**src/hdl/vr3_pkg.sv**
```systemverilog
package vr3_pkg;

  // Width of one operand slice in the pipelined multipliers
  localparam int MUL_CHUNK = 32;

  // Reflection modes
  localparam logic [1:0] MODE_VECTOR = 2'd0;
  localparam logic [1:0] MODE_AXIS   = 2'd1;
  localparam logic [1:0] MODE_PLANE  = 2'd2;

endpackage

```
**src/hdl/vr3_mul.sv**
```systemverilog
module vr3_mul #(
  parameter int AW = 32,
  parameter int BW = 32
) (
  input  logic              clk,
  input  logic              en,
  input  logic [AW-1:0]     a,
  input  logic [BW-1:0]     b,
  output logic [AW+BW-1:0]  p
);

  localparam int CW = vr3_pkg::MUL_CHUNK;
  localparam int NA = (AW + CW - 1) / CW;
  localparam int NB = (BW + CW - 1) / CW;
  localparam int AP = NA * CW;
  localparam int BP = NB * CW;
  localparam int SW = AP + BP;

  logic [AP-1:0]     a_pad;
  logic [BP-1:0]     b_pad;
  logic [2*CW-1:0]   pp [NA][NB];
  logic [SW-1:0]     sum;

  assign a_pad = AP'(a);
  assign b_pad = BP'(b);

  // Form slice products
  always_ff @(posedge clk) begin
    if (en) begin
      for (int i = 0; i < NA; i++) begin
        for (int j = 0; j < NB; j++) begin
          pp[i][j] <= a_pad[i*CW +: CW] * b_pad[j*CW +: CW];
        end
      end
    end
  end

  // Add shifted slice products
  always_comb begin
    sum = '0;
    for (int i = 0; i < NA; i++) begin
      for (int j = 0; j < NB; j++) begin
        sum = sum + (SW'(pp[i][j]) << ((i + j) * CW));
      end
    end
  end

  always_ff @(posedge clk) begin
    if (en) begin
      p <= sum[AW+BW-1:0];
    end
  end

endmodule

```
**config.mk**
```make
export PLATFORM = sky130hd
export DESIGN_NAME = vr3_mul
export DESIGN_NICKNAME = d
export VERILOG_FILES = /design/src/hdl/vr3_pkg.sv /design/src/hdl/vr3_mul.sv
export SDC_FILE = /design/constraint.sdc
export NUM_CORES = 2
export LEC_CHECK = 0
export CAP_MARGIN = 20
export CORE_ASPECT_RATIO = 0.75
export CORE_MARGIN = 5
export CORE_UTILIZATION = 45
export CTS_BUF_LIST = sky130_fd_sc_hd__clkbuf_16
export CTS_CLUSTER_DIAMETER = 60
export CTS_CLUSTER_SIZE = 40
export DETAILED_ROUTE_END_ITERATION = 7
export DONT_BUFFER_PORTS = 1
export HOLD_SLACK_MARGIN = 0.05
export PLACE_DENSITY = 0.6
export SYNTH_ARGS = -nofsm -noshare
export SYNTH_HDL_FRONTEND = slang
export SYNTH_SLANG_ARGS = --single-unit
export TNS_END_PERCENT = 30
```
**constraint.sdc**
```tcl
create_clock -name clk -period 12.3 [get_ports clk]
set_input_delay 2.46 -clock clk [delete_from_list [all_inputs] [get_ports clk]]
set_output_delay 2.46 -clock clk [all_outputs]
set_load 0.005 [all_outputs]
```
==> results by group <==
Min path
  – HP Class: reg2reg

Yosys
  – Area share of the largest cell type after synthesis: 48.3%
  – Number of flops mapped to enable cells by yosys: 128
  – Async set-reset flop share out of synthesis: 0%
  – Synthesized area per cell: 9.79 µm²
  – Ys flop type: edfxtp_1
  – Post-Syn Instances: 3791
  – Post-synthesis sequential area ratio: 10.4%
  – Top post-synthesis cells by area: fa_1 (48%), edfxtp_1 (10%), and2_1 (10%)
  – Post-synthesis cell type count: 71
  – Yosys warnings: 0
  – Post-synthesis net count: 5016
  – Synth area leader: fa_1
  – Mapped Area: 37100 µm²
  – Synth Register Bits: 128

Placement
  – Gpl congestion: 0.915
  – # port buffers: 0
  – HPWL after DPL: 76900 µm

CTS
  – Post-CTS resize count: 0
  – TritonCTS Buffers: 17
  – H-tree levels: 4
  – Hold-fix buffers at CTS: 0
  – Clk Tree Root Cell: clkbuf_16
  – Clock slew at reported path FFs: 0.06 ns
  – Maximum root-to-sink buffer count: 2
  – Sink Count: 128
  – CTS tree: yes
  – Clock latency on the worst-skew pair: 0.44 ns
  – Post-CTS Setup Bufs: 0

Worst setup path
  – CP Capture Point: pp[0][60]
  – Crit-path max FO: 32
  – CP startpoint kind: input pin
  – Reg-to-Reg End: p[36]
  – Critical Path Start: a[19]
  – Worst path arrival time: 10.16 ns
  – FF-to-FF setup slack: 11.63 ns
  – Critical register-to-register path startpoint: pp[0][36]
  – WP data required: 12.49 ns
  – Cells on worst reg2reg path: 0
  – Crit Path Class: in2reg
  – Crit. End Element: register

Outcome
  – Outcome: completed

GRT
  – Grt total ovfl: 0
  – Vias in the first global route: 26600
  – Met3 usage: 5.17%
  – GR Util met2: 35.7%
  – First-pass GRT wire length: 159000 µm
  – GRT busiest layer: met2
  – Antenna violations before repair: 2
  – Largest net degree at the start of global routing: 129
  – Total GRT Usage: 23.5%
  – M1 GR Usage: 34.6%

Finish
  – Nets: 4821
  – Fillcell total: 7765
  – Share of post-route cells with drive strength above 1: 1.30%
  – Final Util: 46.5%
  – Layout Area Growth over Synthesis: 2.81%
  – Number of diodes: 0

Timing
  – Final Slew Violations: 0
  – Relative slew slack: 49.3%
  – Final setup fails: 0
  – Setup_tns: 0 ns
  – Final period demand of the worst path: 9.96 ns
  – Highest clock rate: 0.100 GHz
  – Layout Skew: 0.00866 ns
  – Unrepaired setup endpoints after global routing: false
  – Final critical-path share of the clock period: 81.0%
  – Worst Tran Pin Value: 0.760 ns
  – Final hold violations: 0

Die
  – Initial Util: 45.3%
  – # IOs: 130
  – Num rows: 91
  – DIE AREA: 88300 µm²
  – Die height: 259 µm
  – Chip width: 342 µm
  – Area of the core: 82000 µm²

Route
  – DR vias: 24500
  – WL final: 101000 µm
  – First-pass DRT Iterations: 5
  – DRC Markers: 0
  – Via density: 5.24
  – Initial drt markers: 1628
  – WL/cell: 21.5 µm
  – Final ANT Viol Nets: 0

Job
  – Max_cap viols: 0
[synthesized netlist by cell type (all sizes together), types with 16 or more instances]
| cell | n |
|---|---|
| edfxtp | 128 |
| fa | 896 |
| clkbuf | 207 |
| xor2 | 27 |
| nand4 | 18 |
| a21oi | 66 |
| ha | 263 |
| o21ai | 40 |
| xnor2 | 35 |
| a21o | 34 |
| a31oi | 16 |
| nand2 | 473 |
| inv | 861 |
| and2 | 601 |
| nor2 | 31 |
[stage by stage]
| stage | std cells | setup slack (ns) | hold WS (ns) | instance area (µm²) |
|---|---|---|---|---|
| 2_1_floorplan | 3791 | 2.52 | 0.400 | 37100 |
| 3_5_place_dp | 4646 | 1.91 | 0.405 | 37500 |
| 5_1_grt | 4678 | 2.10 | 0.410 | 38100 |
| 4_1_cts | 4678 | 2.40 | 0.411 | 38100 |
| 3_3_place_gp | 4646 | 1.93 | 0.401 | 37500 |
| 6_report | 4678 | 2.34 | 0.409 | 38100 |
[per-layer routing]
metal  wire [µm]  vias to the layer above  part of all wire (%)
li1            -                    10700                     -
met1       45700                    12800                    45
met2       44300                      899                    44
met3        8310                      112                   8.3
met4        2320                        2                   2.3
met5          13                        -                 0.013
[placed cells by master (no fill, tap or decap), drive strengths merged, types with 2 or more instances in the layout]
master,netlist,layout
fa,896,896
inv,861,865
and2,601,601
nand2,473,473
ha,263,263
edfxtp,128,128
a21oi,66,66
o21ai,40,40
xnor2,35,35
a21o,34,34
nor2,31,31
xor2,27,27
nand4,18,18
clkbuf,207,17
a31oi,16,16
nand3,11,11
o21bai,9,9
and3,9,9
nor3,7,7
a211oi,5,5
o21a,5,5
clkinv,0,5
nor2b,3,3
nand2b,3,3
bufinv,0,3
clkinvlp,0,3
a211o,3,3
o31ai,3,3
a221oi,2,2
a41oi,2,2
o41ai,2,2
[state kept, by name, summed over array words and instances, names as in the netlist]
name	count
p	64
pp	64
[critical path, cell delays in order]
cell	delay, ns
and2_1	0.16
fa_1	0.53
inv_1	0.05
fa_1	0.53
fa_1	0.46
fa_1	0.57
inv_1	0.07
fa_1	0.48
fa_1	0.58
fa_1	0.44
fa_1	0.44
ha_1	0.43
a21oi_1	0.20
o21ai_1	0.11
a211o_2	0.37
a2111o_1	0.45
a32oi_1	0.35
a31oi_1	0.30
a221o_1	0.45
a221oi_1	0.42
o21ai_1	0.12
xor2_1	0.16
[final cells by class]
class | instances | area (µm²) | share of cell area [%]
inverters | 861 | 3230 | 8.47
well taps | 1069 | 1340 | 3.51
flip-flops and latches | 128 | 3840 | 10.1
clock buffers | 17 | 425 | 1.12
clock inverters | 15 | 170 | 0.446
multi-input cells | 2588 | 29100 | 76.4
[how the worst min path moves through the flow]
stage | end | from | cells past startpoint | slack (ns)
floorplan | p[0] | pp[0][0] | 0 | 0.40
global placement | p[17] | pp[0][17] | 0 | 0.40
detailed placement | p[16] | pp[0][16] | 0 | 0.40
CTS | p[47] | pp[0][47] | 0 | 0.41
global route | p[47] | pp[0][47] | 0 | 0.41
finish | p[47] | pp[0][47] | 0 | 0.41
[kinds of logic after synthesis]
logic type / count (synthesis) / synth area share [%]
xor+xnor: 62 / 1.46
flops: 128 / 10.4
buf+inv: 1075 / 11.1
simple gates: 1164 / 16.2
compound gates: 202 / 3.58
mux: 1 / 0.0270
fa+ha+maj: 1159 / 57.2
Power is left out: the tool's default activity adds up to more than one toggle a clock period on the data nets, which glitch-free logic cannot reach.
